==> src/rtl/tiled_pixel_order_mapper_defines.svh <==
// ----------------------------------------------------------------------------
// Tiled pixel order mapper assertion macros
// Shared property wrappers, clocked on clk_i and disabled during reset.
// ----------------------------------------------------------------------------
`ifndef TILED_PIXEL_ORDER_MAPPER_DEFINES_SVH
`define TILED_PIXEL_ORDER_MAPPER_DEFINES_SVH

// Same-cycle implication.
`define TPOM_ASSERT(name, ante, cons, msg) \
  name: assert property (@(posedge clk_i) disable iff (!rst_ni) (ante) |-> (cons)) \
    else $error(msg);

// Next-cycle implication.
`define TPOM_ASSERT_NEXT(name, ante, cons, msg) \
  name: assert property (@(posedge clk_i) disable iff (!rst_ni) (ante) |=> (cons)) \
    else $error(msg);

`endif

==> src/rtl/tpom_pkg.sv <==
// ----------------------------------------------------------------------------
// Tiled pixel order mapper package
// Field widths, register indexes, configuration type and window helpers.
// ----------------------------------------------------------------------------
package tpom_pkg;

  localparam int unsigned POS_W   = 32;
  localparam int unsigned L2_W    = 5;
  localparam int unsigned COORD_W = 14;
  localparam int unsigned LIM_W   = 15;
  localparam int unsigned PIX_W   = 30;
  localparam int unsigned AREA_W  = 30;
  localparam int unsigned CIDX_W  = 3;
  localparam int unsigned CDAT_W  = 15;

  // Configuration register indexes.
  typedef enum logic [CIDX_W-1:0] {
    CFG_LOG2_SAMPLES   = 3'd0,
    CFG_WINDOW_X_FIRST = 3'd1,
    CFG_WINDOW_X_LIMIT = 3'd2,
    CFG_WINDOW_Y_FIRST = 3'd3,
    CFG_WINDOW_Y_LIMIT = 3'd4
  } cfg_idx_e;

  typedef struct packed {
    logic [L2_W-1:0]    log2_samples;
    logic [COORD_W-1:0] window_x_first;
    logic [LIM_W-1:0]   window_x_limit;
    logic [COORD_W-1:0] window_y_first;
    logic [LIM_W-1:0]   window_y_limit;
  } cfg_t;

  // Extent of a half-open range, zero when empty.
  function automatic logic [LIM_W-1:0] span(input logic [COORD_W-1:0] first,
                                            input logic [LIM_W-1:0] limit);
    logic [LIM_W-1:0] f;
    f = LIM_W'(first);
    return (limit > f) ? (limit - f) : '0;
  endfunction

  // Pixel count of the window.
  function automatic logic [AREA_W-1:0] area(input cfg_t c);
    logic [2*LIM_W-1:0] p;
    p = span(c.window_x_first, c.window_x_limit) * span(c.window_y_first, c.window_y_limit);
    return p[AREA_W-1:0];
  endfunction

endpackage

==> src/rtl/tpom_front.sv <==
// ----------------------------------------------------------------------------
// Tiled pixel order mapper front stage
// Turns a sample position into a pixel index and checks it against the window.
// ----------------------------------------------------------------------------
module tpom_front import tpom_pkg::*; (
  input  logic             clk_i,
  input  logic             rst_ni,
  input  logic             en_i,
  input  logic             valid_i,
  input  logic [POS_W-1:0] pos_i,
  input  cfg_t             cfg_i,
  output logic             valid_o,
  output logic             ok_o,
  output logic [PIX_W-1:0] pix_o
);

  logic [AREA_W-1:0] pixels;
  logic [POS_W-1:0]  pix;
  logic              valid_q;
  logic              ok_q;
  logic [PIX_W-1:0]  pix_q;

  // Pixel index and range test against the exact pixel count.
  assign pixels = area(cfg_i);
  assign pix    = pos_i >> cfg_i.log2_samples;

  always_ff @(posedge clk_i or negedge rst_ni) begin
    if (!rst_ni) begin
      valid_q <= 1'b0;
    end else if (en_i) begin
      valid_q <= valid_i;
    end
  end

  always_ff @(posedge clk_i) begin
    if (en_i) begin
      ok_q  <= pix < POS_W'(pixels);
      pix_q <= pix[PIX_W-1:0];
    end
  end

  assign valid_o = valid_q;
  assign ok_o    = ok_q;
  assign pix_o   = pix_q;

endmodule

==> src/rtl/tpom_div.sv <==
// ----------------------------------------------------------------------------
// Tiled pixel order mapper divider
// Pipelined restoring divider, one quotient bit per stage, with a side word.
// ----------------------------------------------------------------------------
module tpom_div import tpom_pkg::*; #(
  parameter int unsigned DW = 15,
  parameter int unsigned QB = 9,
  parameter int unsigned SW = 6
) (
  input  logic             clk_i,
  input  logic             rst_ni,
  input  logic             en_i,
  input  logic             valid_i,
  input  logic [DW+QB-1:0] dividend_i,
  input  logic [DW-1:0]    divisor_i,
  input  logic [SW-1:0]    side_i,
  output logic             valid_o,
  output logic [QB-1:0]    quot_o,
  output logic [DW-1:0]    rem_o,
  output logic [SW-1:0]    side_o
);

  localparam int unsigned NW = DW + QB;

  logic          v_q [QB];
  logic [DW-1:0] r_q [QB];
  logic [QB-1:0] q_q [QB];
  logic [DW-1:0] d_q [QB];
  logic [SW-1:0] s_q [QB];

  for (genvar k = 0; k < QB; k++) begin : g_step
    logic          v_p;
    logic [DW-1:0] r_p;
    logic [QB-1:0] q_p;
    logic [DW-1:0] d_p;
    logic [SW-1:0] s_p;
    logic [DW:0]   t;
    logic          ge;
    logic [DW:0]   diff;

    // The first stage loads the high dividend bits as partial remainder.
    if (k == 0) begin : g_first
      assign v_p = valid_i;
      assign r_p = dividend_i[NW-1:QB];
      assign q_p = dividend_i[QB-1:0];
      assign d_p = divisor_i;
      assign s_p = side_i;
    end else begin : g_next
      assign v_p = v_q[k-1];
      assign r_p = r_q[k-1];
      assign q_p = q_q[k-1];
      assign d_p = d_q[k-1];
      assign s_p = s_q[k-1];
    end

    // Bring down one dividend bit and try a subtract.
    assign t    = {r_p, q_p[QB-1]};
    assign ge   = t >= {1'b0, d_p};
    assign diff = t - {1'b0, d_p};

    always_ff @(posedge clk_i or negedge rst_ni) begin
      if (!rst_ni) begin
        v_q[k] <= 1'b0;
      end else if (en_i) begin
        v_q[k] <= v_p;
      end
    end

    always_ff @(posedge clk_i) begin
      if (en_i) begin
        r_q[k] <= ge ? diff[DW-1:0] : t[DW-1:0];
        q_q[k] <= (q_p << 1) | QB'(ge);
        d_q[k] <= d_p;
        s_q[k] <= s_p;
      end
    end
  end

  assign valid_o = v_q[QB-1];
  assign quot_o  = q_q[QB-1];
  assign rem_o   = r_q[QB-1];
  assign side_o  = s_q[QB-1];

endmodule

==> src/rtl/tiled_pixel_order_mapper.sv <==
// ----------------------------------------------------------------------------
// Tiled pixel order mapper
// Maps a linear sample position to window pixel coordinates in tile order.
// ----------------------------------------------------------------------------
// One word enters per cycle and one result word leaves per cycle while the
// receiver does not stall. From input to output register there is a front
// stage, three bit-per-stage divider pipelines (tile row, tile column and row
// within the tile, of 15 - TILE_LOG2, 15 - TILE_LOG2 and TILE_LOG2 stages),
// and the output register. All stages advance together; the input is stalled
// only while the output register holds a word that the receiver stalls.
// total_samples_o follows the configuration registers directly.
`include "tiled_pixel_order_mapper_defines.svh"

module tiled_pixel_order_mapper import tpom_pkg::*; #(
  parameter int unsigned TILE_LOG2 = 5
) (
  input  logic               clk_i,
  input  logic               rst_ni,
  input  logic               cfg_valid_i,
  output logic               cfg_ready_o,
  input  logic [CIDX_W-1:0]  cfg_index_i,
  input  logic [CDAT_W-1:0]  cfg_data_i,
  input  logic               in_valid_i,
  output logic               in_stall_o,
  input  logic [POS_W-1:0]   sample_position_i,
  output logic               out_valid_o,
  input  logic               out_stall_i,
  output logic [COORD_W-1:0] pixel_x_o,
  output logic [COORD_W-1:0] pixel_y_o,
  output logic               in_range_o,
  output logic [POS_W-1:0]   total_samples_o
);

  localparam int unsigned T    = TILE_LOG2;
  localparam int unsigned TILE = 1 << T;
  localparam int unsigned TW   = T + 1;
  localparam int unsigned QB1  = LIM_W - T;
  localparam int unsigned QB2  = LIM_W - T;
  localparam int unsigned SW1  = 1 + T;
  localparam int unsigned SW2  = 1 + T + QB1;
  localparam int unsigned SW3  = 1 + QB1 + QB2;

  cfg_t cfg_q;
  logic en;

  // Configuration registers; always ready.
  assign cfg_ready_o = 1'b1;

  always_ff @(posedge clk_i or negedge rst_ni) begin
    if (!rst_ni) begin
      cfg_q <= '0;
    end else if (cfg_valid_i) begin
      case (cfg_index_i)
        CFG_LOG2_SAMPLES:   cfg_q.log2_samples   <= cfg_data_i[L2_W-1:0];
        CFG_WINDOW_X_FIRST: cfg_q.window_x_first <= cfg_data_i[COORD_W-1:0];
        CFG_WINDOW_X_LIMIT: cfg_q.window_x_limit <= cfg_data_i[LIM_W-1:0];
        CFG_WINDOW_Y_FIRST: cfg_q.window_y_first <= cfg_data_i[COORD_W-1:0];
        CFG_WINDOW_Y_LIMIT: cfg_q.window_y_limit <= cfg_data_i[LIM_W-1:0];
        default: ;
      endcase
    end
  end

  logic [LIM_W-1:0] width;
  logic [LIM_W-1:0] height;
  assign width  = span(cfg_q.window_x_first, cfg_q.window_x_limit);
  assign height = span(cfg_q.window_y_first, cfg_q.window_y_limit);

  // The whole pipeline moves unless a finished word is held by the receiver.
  logic out_valid_q;
  assign en         = !(out_valid_q && out_stall_i);
  assign in_stall_o = !en;

  // Front stage.
  logic             f_v;
  logic             f_ok;
  logic [PIX_W-1:0] f_pix;

  tpom_front u_front (
    .clk_i   (clk_i),
    .rst_ni  (rst_ni),
    .en_i    (en),
    .valid_i (in_valid_i),
    .pos_i   (sample_position_i),
    .cfg_i   (cfg_q),
    .valid_o (f_v),
    .ok_o    (f_ok),
    .pix_o   (f_pix)
  );

  // Tile row: (pix >> T) / width.
  logic             d1_v;
  logic [QB1-1:0]   ty1;
  logic [LIM_W-1:0] r1;
  logic [SW1-1:0]   s1;

  tpom_div #(.DW(LIM_W), .QB(QB1), .SW(SW1)) u_div_row (
    .clk_i      (clk_i),
    .rst_ni     (rst_ni),
    .en_i       (en),
    .valid_i    (f_v),
    .dividend_i ((LIM_W + QB1)'(f_pix >> T)),
    .divisor_i  (width),
    .side_i     ({f_ok, f_pix[T-1:0]}),
    .valid_o    (d1_v),
    .quot_o     (ty1),
    .rem_o      (r1),
    .side_o     (s1)
  );

  // Clipped height of this tile row.
  logic [LIM_W-1:0] hdiff;
  logic [TW-1:0]    th;
  assign hdiff = height - (LIM_W'(ty1) << T);
  assign th    = (hdiff >= LIM_W'(TILE)) ? TW'(TILE) : hdiff[TW-1:0];

  // Tile column: (rem >> T) / tile height.
  logic           d2_v;
  logic [QB2-1:0] tx2;
  logic [TW-1:0]  r2;
  logic [SW2-1:0] s2;

  tpom_div #(.DW(TW), .QB(QB2), .SW(SW2)) u_div_col (
    .clk_i      (clk_i),
    .rst_ni     (rst_ni),
    .en_i       (en),
    .valid_i    (d1_v),
    .dividend_i ({1'b0, r1}),
    .divisor_i  (th),
    .side_i     ({s1, ty1}),
    .valid_o    (d2_v),
    .quot_o     (tx2),
    .rem_o      (r2),
    .side_o     (s2)
  );

  // Clipped width of this tile column.
  logic [LIM_W-1:0] wdiff;
  logic [TW-1:0]    tw;
  assign wdiff = width - (LIM_W'(tx2) << T);
  assign tw    = (wdiff >= LIM_W'(TILE)) ? TW'(TILE) : wdiff[TW-1:0];

  // Row and column inside the tile.
  logic           d3_v;
  logic [T-1:0]   dy3;
  logic [TW-1:0]  r3;
  logic [SW3-1:0] s3;

  tpom_div #(.DW(TW), .QB(T), .SW(SW3)) u_div_pix (
    .clk_i      (clk_i),
    .rst_ni     (rst_ni),
    .en_i       (en),
    .valid_i    (d2_v),
    .dividend_i ({1'b0, r2[T-1:0], s2[QB1+T-1:QB1]}),
    .divisor_i  (tw),
    .side_i     ({s2[SW2-1], s2[QB1-1:0], tx2}),
    .valid_o    (d3_v),
    .quot_o     (dy3),
    .rem_o      (r3),
    .side_o     (s3)
  );

  // Final coordinates, zero when out of range.
  logic               ok3;
  logic [COORD_W-1:0] x_sum;
  logic [COORD_W-1:0] y_sum;
  logic [COORD_W-1:0] x_q;
  logic [COORD_W-1:0] y_q;
  logic               ok_q;

  assign ok3   = s3[SW3-1];
  assign x_sum = cfg_q.window_x_first + (COORD_W'(s3[QB2-1:0]) << T)
               + COORD_W'(r3[T-1:0]);
  assign y_sum = cfg_q.window_y_first + (COORD_W'(s3[QB2+QB1-1:QB2]) << T)
               + COORD_W'(dy3);

  always_ff @(posedge clk_i or negedge rst_ni) begin
    if (!rst_ni) begin
      out_valid_q <= 1'b0;
    end else if (en) begin
      out_valid_q <= d3_v;
    end
  end

  always_ff @(posedge clk_i) begin
    if (en) begin
      ok_q <= ok3;
      x_q  <= ok3 ? x_sum : '0;
      y_q  <= ok3 ? y_sum : '0;
    end
  end

  // Saturated total sample count.
  logic [2*POS_W-1:0] total_wide;
  assign total_wide = (2*POS_W)'(area(cfg_q)) << cfg_q.log2_samples;

  assign out_valid_o     = out_valid_q;
  assign pixel_x_o       = x_q;
  assign pixel_y_o       = y_q;
  assign in_range_o      = ok_q;
  assign total_samples_o = (|total_wide[2*POS_W-1:POS_W]) ? '1 : total_wide[POS_W-1:0];

  // Checks.
  `TPOM_ASSERT(a_oor_zero, out_valid_o && !in_range_o, pixel_x_o == '0 && pixel_y_o == '0, "out of range word has nonzero coordinates")
  `TPOM_ASSERT(a_x_in_window, out_valid_o && in_range_o && cfg_q.window_x_limit <= LIM_W'(16384), pixel_x_o >= cfg_q.window_x_first && LIM_W'(pixel_x_o) < cfg_q.window_x_limit, "column outside window")
  `TPOM_ASSERT(a_y_in_window, out_valid_o && in_range_o && cfg_q.window_y_limit <= LIM_W'(16384), pixel_y_o >= cfg_q.window_y_first && LIM_W'(pixel_y_o) < cfg_q.window_y_limit, "row outside window")
  `TPOM_ASSERT(a_range_total, out_valid_o && in_range_o, total_samples_o != '0, "in range word with empty window")
  `TPOM_ASSERT(a_stall_cause, in_stall_o, out_valid_o && out_stall_i, "input stalled without a held output word")
  `TPOM_ASSERT_NEXT(a_front_load, in_valid_i && !in_stall_o, f_v, "accepted word missing from front stage")

endmodule

==> config.mk <==
export PLATFORM = sky130hd
export DESIGN_NAME = tiled_pixel_order_mapper
export DESIGN_NICKNAME = d
export VERILOG_FILES = /design/src/rtl/tpom_pkg.sv /design/src/rtl/tpom_front.sv /design/src/rtl/tpom_div.sv /design/src/rtl/tiled_pixel_order_mapper.sv
export VERILOG_INCLUDE_DIRS = /design/src /design/src/rtl
export SDC_FILE = /design/constraint.sdc
export NUM_CORES = 2
export LEC_CHECK = 0
export ABC_AREA = 1
export BUFFER_PORTS_ARGS = -buffer_cell sky130_fd_sc_hd__buf_4
export CORE_UTILIZATION = 35
export DETAILED_ROUTE_END_ITERATION = 6
export PLACE_DENSITY = 0.6
export SLEW_MARGIN = 20
export SYNTH_ARGS = -nofsm -noshare
export SYNTH_HDL_FRONTEND = slang
export SYNTH_SLANG_ARGS = --single-unit
==> constraint.sdc <==
create_clock -name clk_i -period 43.1 [get_ports clk_i]
set_input_delay 6.465 -clock clk_i [delete_from_list [all_inputs] [get_ports clk_i]]
set_output_delay 6.465 -clock clk_i [all_outputs]
set_load 0.005 [all_outputs]
After elaboration in Yosys (flattened, before gate mapping)
Memory sizes are Yosys's and may differ from the RTL's.
Cells that the tools add are included.
W data, S select, Z words.
{"block": "totals", "inputBits": 55, "ram_bits": 1030, "memories": 12, "regBits": 150, "elab_cells": 183}
{"block": "classes", "magnitude_cmp": 30, "bitwise": 25, "eq_ne": 4, "add_sub_neg": 33, "shifts": 2, "reduce_logical": 8, "multipliers": 1, "muxes": 31}
{"memory": "u_div_col.s_q", "depth": 10, "word_bits": 16, "read_ports": 10, "rd_ports_with_merged_regs": 0, "wr": 10, "line": "tpom_div.sv:29", "source": "logic [SW-1:0] s_q [QB];"}
{"memory": "u_div_row.d_q", "depth": 10, "word_bits": 15, "read_ports": 9, "rd_ports_with_merged_regs": 0, "wr": 10, "line": "tpom_div.sv:28", "source": "logic [DW-1:0] d_q [QB];"}
{"memory": "u_div_row.r_q", "depth": 10, "word_bits": 15, "read_ports": 10, "rd_ports_with_merged_regs": 0, "wr": 10, "line": "tpom_div.sv:26", "source": "logic [DW-1:0] r_q [QB];"}
{"memory": "u_div_pix.s_q", "depth": 5, "word_bits": 21, "read_ports": 5, "rd_ports_with_merged_regs": 0, "wr": 5, "line": "tpom_div.sv:29"}
{"memory": "u_div_col.q_q", "depth": 10, "word_bits": 10, "read_ports": 10, "rd_ports_with_merged_regs": 0, "wr": 10, "line": "tpom_div.sv:27", "source": "logic [QB-1:0] q_q [QB];"}
{"memory": "u_div_row.q_q", "depth": 10, "word_bits": 10, "read_ports": 10, "rd_ports_with_merged_regs": 0, "wr": 10, "line": "tpom_div.sv:27"}
{"memory": "+6 memories"}
{"cell": "$or A10 B1 Y10", "count": 20}
{"cell": "$mux W15", "count": 12}
{"cell": "$sub A15 B15 Y15", "count": 12}
{"cell": "$ge A16 B15 Y1", "count": 10}
{"cell": "$mux W6", "count": 17}
{"cell": "$ge A7 B6 Y1", "count": 13}
{"cell": "$sub A6 B6 Y6", "count": 15}
{"cell": "$shl A30 B5 Y64", "count": 1}
{"cell": "$lt A32 B30 Y1", "count": 1}
{"cell": "$mux W32", "count": 1}
{"cell": "$reduce_or A32 Y1", "count": 1}
{"cell": "$shr A32 B5 Y32", "count": 1}
{"cell": "$ge A15 B6 Y1 const B", "count": 2}
{"cell": "$gt A15 B14 Y1", "count": 2}
{"cell": "$mul A15 B15 Y30", "count": 1}
{"cell": "$sub A15 B14 Y15", "count": 2}
{"cell": "$add A14 B14 Y14", "count": 2}
{"cell": "$add A14 B5 Y14", "count": 2}
{"cell": "$or A5 B1 Y5", "count": 5}
{"cell": "$ge A6 B6 Y1", "count": 2}
{"cell": "$reduce_and A2 Y1", "count": 5}
{"cell": "$eq A3 B2 Y1 const B", "count": 2}
{"cell": "$eq A3 B1 Y1 const B", "count": 1}
{"cell": "$eq A3 B3 Y1 const B", "count": 1}
{"cell": "3 further kinds", "count": 3}

Depth between registers and ports, before layout
{"block": "logic_depth", "ltp_word": 7, "mapped_depth": 51, "mapped_depth_nobuf": 49}

Cells and area by module
Synthesis repeated with hierarchy kept, for this count alone.
{"block": "unflattened", "hier_cells": 8691, "hier_area_um2": 78022.3}
{"mod": "tpom_div at u_div_row", "seq_area_each_um2": 13613.1, "n_inst": 1, "area_per_inst_um2": 25714.7, "cells_per_inst": 2932}
{"mod": "tiled_pixel_order_mapper", "seq_area_each_um2": 2472.4, "n_inst": 1, "area_per_inst_um2": 16741.1, "cells_per_inst": 2419}
{"mod": "tpom_div at u_div_col", "seq_area_each_um2": 11481.0, "n_inst": 1, "area_per_inst_um2": 15865.2, "cells_per_inst": 1155}
{"mod": "tpom_front", "seq_area_each_um2": 955.9, "n_inst": 1, "area_per_inst_um2": 11837.6, "cells_per_inst": 1613}
{"mod": "tpom_div at u_div_pix", "seq_area_each_um2": 5650.4, "n_inst": 1, "area_per_inst_um2": 7863.8, "cells_per_inst": 572}

Least setup slack after synthesis
Ideal clock, no wire load.
{"block": "synth_path", "kind": "input to register", "startpoint": "input out_stall_i", "endpoint": "register u_div_pix.v_q (netlist bit u_div_pix.valid_o)", "t_arrival_ns": 35.713, "setup_ns": 1.353, "t_required_ns": 41.747, "slack_ns": 6.034, "stages": 4, "n_path_buf": 2, "path_cell_list": "nand2_1 > clkbuf_1 > clkbuf_1 > o21ai_0"}
{"block": "synth_via", "elab_chain_cells": 1}
{"element": "start: declaration", "line": "tiled_pixel_order_mapper.sv:27", "source": "input logic out_stall_i,"}
{"element": "$logic_and A1 B1 Y1", "line": "tiled_pixel_order_mapper.sv:71", "source": "assign en = !(out_valid_q && out_stall_i);"}
{"element": "end signal: indexed assignment", "line": "tpom_div.sv:65", "source": "v_q[k] <= v_p;"}
{"element": "end: declaration", "line": "tpom_div.sv:25", "source": "logic v_q [QB];"}
Every way passes these cells.
A chain may end at the register's enable or synchronous reset.

Worst setup path after layout
{"block": "layout_path", "startpoint": "register cfg_q[45] (netlist bit)", "endpoint": "output total_samples_o[30]"}
{"block": "layout_via", "elab_chain_cells": 6}
{"element": "start: declaration", "line": "tiled_pixel_order_mapper.sv:43", "source": "cfg_t cfg_q;"}
{"element": "$sub A15 B14 Y15 or $gt A15 B14 Y1 (tied branches)"}
{"element": "$mux W15 *"}
{"element": "net u_div_row.divisor_i[3]", "line": "tpom_div.sv:15", "source": "input logic [DW-1:0] divisor_i,"}
{"element": "$mul A15 B15 Y30 *", "line": "tpom_pkg.sv:44", "source": "p = span(c.window_x_first, c.window_x_limit) * span(c.window_y_first, c.window_y_limit);"}
{"element": "$shl A30 B5 Y64 *", "line": "tiled_pixel_order_mapper.sv:195", "source": "assign total_wide = (2*POS_W)'(area(cfg_q)) << cfg_q.log2_samples;"}
{"element": "$reduce_or A32 Y1", "line": "tiled_pixel_order_mapper.sv:201", "source": "assign total_samples_o = (|total_wide[2*POS_W-1:POS_W]) ? '1 : total_wide[POS_W-1:0];"}
{"element": "$mux W32 *", "line": "tiled_pixel_order_mapper.sv:201"}
{"element": "end: declaration", "line": "tiled_pixel_order_mapper.sv:31", "source": "output logic [POS_W-1:0] total_samples_o"}
The timed path passes the listed nets; every way through them passes the cells marked *.

==> run summary <==
TritonCTS created 118 clock buffers. The shortest period the worst path allows came out at 17.37 ns. The via count of the first global-routing pass is 40700. The register bit total from synthesis is 1131. Routability-driven placement finished with a final weighted congestion of 0.922. The area of the core region came out at 0.176 sq mm. The min-delay analysis places its worst path in the category reg2reg. The share of the clock period used by the worst path after layout came out at 40.3%. CTS saw 1131 sinks.

Before CTS, the worst setup slack after placement is 26.47 ns. The fraction of layout cells with a size suffix above 1 is 6.59%. The number of buffers added to fix hold violations after cts came out at 0. The maximum achievable frequency is 0.0576 GHz. STA classifies the critical path startpoint as a register.

The H-tree depth came out at 3. The hold-critical path depth is 0. The detail-routed via count per cell is 4.85.

The count of final max-slew check failures was 0. The tool flagged a number of max-cap violations equal to 0. The largest single stage delay on the critical path is 0.90 ns. Setup repair after global routing left no endpoint under its margin. TritonCTS built the clock tree. The DRC violation count after routing is 0. The startpoint identified for the worst register-to-register timing path is cfg_q[45].

At the worst endpoint, the required time is 36.63 ns. The worst setup path is captured at an output port. For hold timing, the worst endpoint is u_div_pix.s_q[0][89]. For the pin with the worst max-slew slack, the measured transition is 1.09 ns. Counting the fill cells in the layout gives 17100. In the synthesized netlist the async set-or-reset flop fraction comes to 7.96%.

Summed over all failing endpoints, the final setup total negative slack is 0 ns. The worst endpoint data arrival time came out at 10.91 ns. The total count of hold-check failures in the final report was 0. The number of top-level design ports is 119. Entering global routing, the biggest net connects 194 pins.

The first-pass GRT wire length came out at 231000 microns. The vertical die dimension is 423 microns. The area growth from synthesis to layout is 12.3%. The global-route congestion overflow total came out at 0.

The final instance area came out at 0.0697 sq mm. After synthesis, flip-flops and latches occupy 54.0% of the total area. Counting cells, the worst reg-to-reg path comes to 38. Setup violations remaining at the end of the flow were counted as 0. The net count after synthesis came out at 6606. The most used cell along the critical path is sky130_fd_sc_hd__nand2_1. The wire length after detailed routing came out at 149000 microns. The count of flip-flops with a built-in enable after synthesis came out at 1041. Between clock sinks in the finished design, the worst skew comes to 0.0628 ns. The iteration count of the initial detailed-routing pass is 6. The mean instance size in the synthesized netlist is 10.5 sq um. The placement row count came out at 154. In this run the register-to-register setup slack is 33.14 ns. The cell sitting at the root of the clock tree is a sky130_fd_sc_hd__clkbuf_16. The number of setup buffers added after CTS came out at 0.

The number of distinct library cells after synthesis is 55. The initial antenna violation count came to 5. The maximum root-to-sink buffer count is 3. The net total in the final layout is 6729. The total of buffers placed on input and output ports is 117. The top fanout value on the critical path came out at 32.

At the end of the flow the core is filled with cells to 39.6%. After detailed routing, the average wire length per cell comes to 17.5 microns. The combined area of all synthesized cells is 0.0621 sq mm. The kind of critical path is reg2out.

Among all flip-flop cells after synthesis, the most frequent one is sky130_fd_sc_hd__edfxtp_1. Global routing used 16.5% of the available tracks. For this design, the slowest cell found on the critical path is sky130_fd_sc_hd__nor2_1. The startpoint identified for the worst hold timing path is u_div_pix.s_q[0][68].

The starting utilization of the core area is 35.3%. The run finished with clean final reports. The synthesis warning total came out at 0. The clock latency on the worst-skew pair is 0.78 ns. The HPWL after detailed placement came out at 113000 microns. The overall die area is 0.179 sq mm. The total placed instance area is 0.0656 sq mm. The headroom to the max-slew limit is 27.3%. The total number of vias is 41200. After clock tree synthesis, the repair step resized 0 gates. The number of instances in the synthesized netlist came out at 5921. In this run the critical register-to-register path is captured at u_front.ok_o. The violation count after the first detailed-route iteration came out at 3109. The register clock-pin slew on the reported worst setup and hold paths came out at 0.06 ns. The die outline width came out at 423 microns. The post-route antenna net violation count is 0.

The post-layout worst setup margin is 25.73 ns.
stage by stage:
step                hold slack (ns)  cells
finish                        0.371   8490
global route                  0.372   8489
CTS                           0.351   8487
detailed placement            0.405   8263
global placement              0.400   8263
floorplan                     0.400   5921
metal layers:
layer / wire length, microns / part of all wire [%] / vias to the layer above / GRT usage [%]
met4: 3950 / 2.7 / 2 / 4.65
met5: 13 / 0.0087 / - / 0
met3: 8430 / 5.7 / 197 / 3.10
met2: 69900 / 47 / 919 / 27.4
li1: - / - / 20300 / -
met1: 66400 / 45 / 19800 / 21.8
logic make-up (layout without fill, tap and decap cells):
| logic type | after synthesis | after routing | share of synthesized area (%) |
|---|---|---|---|
| AND/OR/NAND/NOR | 1925 | 1925 | 12.8 |
| flip-flops | 1131 | 1131 | 54.0 |
| AO/OA/AOI/OAI | 1000 | 1000 | 8.62 |
| buffers and inverters | 997 | 1224 | 6.15 |
| adder cells (fa/ha/maj) | 630 | 630 | 15.1 |
| XOR/XNOR | 228 | 228 | 3.22 |
| multiplexers | 9 | 9 | 0.145 |
| other | 1 | 3 | 0.00604 |
sequential cells by signal, indices dropped and copies added (netlist names), 4 cells and up:
signal / cells
u_div_col.s_q: 150
u_front.pix_o: 30
cfg_q: 63
u_div_pix.s_q: 95
u_div_row.g_step.v_p: 9
u_div_row.r_q: 150
u_div_pix.r_q: 29
u_div_pix.g_step.v_p: 4
u_div_row.s_q: 60
pixel_x_o: 14
u_div_col.d_q: 54
u_div_row.q_q: 100
pixel_y_o: 14
u_div_pix.d_q: 24
u_div_col.q_q: 100
u_div_pix.q_q: 25
u_div_row.d_q: 135
u_div_col.g_step.v_p: 9
u_div_col.r_q: 59
worst max path at each step:
| stage | from | to | cells past startpoint |
|---|---|---|---|
| 4_1_cts | cfg_q[45] | total_samples_o[30] | 39 |
| 6_report | cfg_q[45] | total_samples_o[30] | 39 |
| 5_1_grt | cfg_q[45] | total_samples_o[3] | 41 |
| 3_3_place_gp | cfg_q[45] | total_samples_o[27] | 39 |
| 3_5_place_dp | cfg_q[45] | total_samples_o[30] | 39 |
| 2_1_floorplan | out_stall_i | u_div_pix.valid_o | 4 |
layout make-up:
| cell class | instances | area, sq um | area share [%] |
|---|---|---|---|
| clock inverters | 73 | 998 | 1.43 |
| multi-input cells | 3793 | 24800 | 35.5 |
| clock buffers | 151 | 3140 | 4.50 |
| diodes | 2 | 5.00 | 0.00718 |
| well taps | 2340 | 2930 | 4.20 |
| flip-flops and latches | 1131 | 33500 | 48.1 |
| inverters | 842 | 3160 | 4.53 |
| repair buffers | 158 | 1220 | 1.75 |
cells in the mapped netlist (9+ instances only):
cell                           n  area share [%]
sky130_fd_sc_hd__edfxtp_1   1041              50
sky130_fd_sc_hd__nand2_1    1004             6.1
sky130_fd_sc_hd__inv_1       833             5.0
sky130_fd_sc_hd__nor2_1      523             3.2
sky130_fd_sc_hd__a21oi_1     519             4.2
sky130_fd_sc_hd__ha_1        432             8.7
sky130_fd_sc_hd__o21ai_0     338             2.7
sky130_fd_sc_hd__nand3_1     280             2.3
sky130_fd_sc_hd__fa_1        198             6.4
sky130_fd_sc_hd__xor2_1      119             1.7
sky130_fd_sc_hd__clkbuf_1    109            0.66
sky130_fd_sc_hd__xnor2_1     109             1.5
sky130_fd_sc_hd__dfrtp_1      90             3.6
sky130_fd_sc_hd__o21bai_1     29            0.35
sky130_fd_sc_hd__a31oi_1      26            0.26
sky130_fd_sc_hd__nand4_1      25            0.25
sky130_fd_sc_hd__buf_2        21            0.17
sky130_fd_sc_hd__buf_1        18            0.11
sky130_fd_sc_hd__nor4_1       16            0.16
sky130_fd_sc_hd__o21a_1       16            0.19
sky130_fd_sc_hd__nor3_1       12           0.097
sky130_fd_sc_hd__o2111ai_1    11            0.16
sky130_fd_sc_hd__or2_2        11            0.11
sky130_fd_sc_hd__or3b_2       11            0.16
sky130_fd_sc_hd__a211oi_1     10            0.12
sky130_fd_sc_hd__a21boi_0     10            0.12
sky130_fd_sc_hd__nand3b_1     10            0.12
sky130_fd_sc_hd__o211ai_1     10            0.12
sky130_fd_sc_hd__mux2i_1       9            0.15
critical path, delay by kind of cell, from the launching register on:
kind	cells	cell delay, ns
fa+ha+maj	8	3.88
buf+inv	6	1.16
simple gates	23	4.35
compound gates	2	0.32
flops	1	0.41
cells in the final DEF (no fill, tap or decap), drive strengths merged, types with 14 or more instances in the layout:
cell    netlist  final
o21a         16     16
xor2        119    119
nor2        530    530
fa          198    198
inv         837    841
clkbuf      109    151
nand2      1012   1012
bufinv        0     17
nand3       285    285
o21ai       345    345
edfxtp     1041   1041
nor3         14     14
nand4        27     27
ha          432    432
buf          46    158
nor4         16     16
a31oi        26     26
o21bai       29     29
dfrtp        90     90
clkinv        5     49
xnor2       109    109
a21oi       520    520
Power is left out: the tool's default activity adds up to more than one toggle a clock period on the data nets, which glitch-free logic cannot reach.
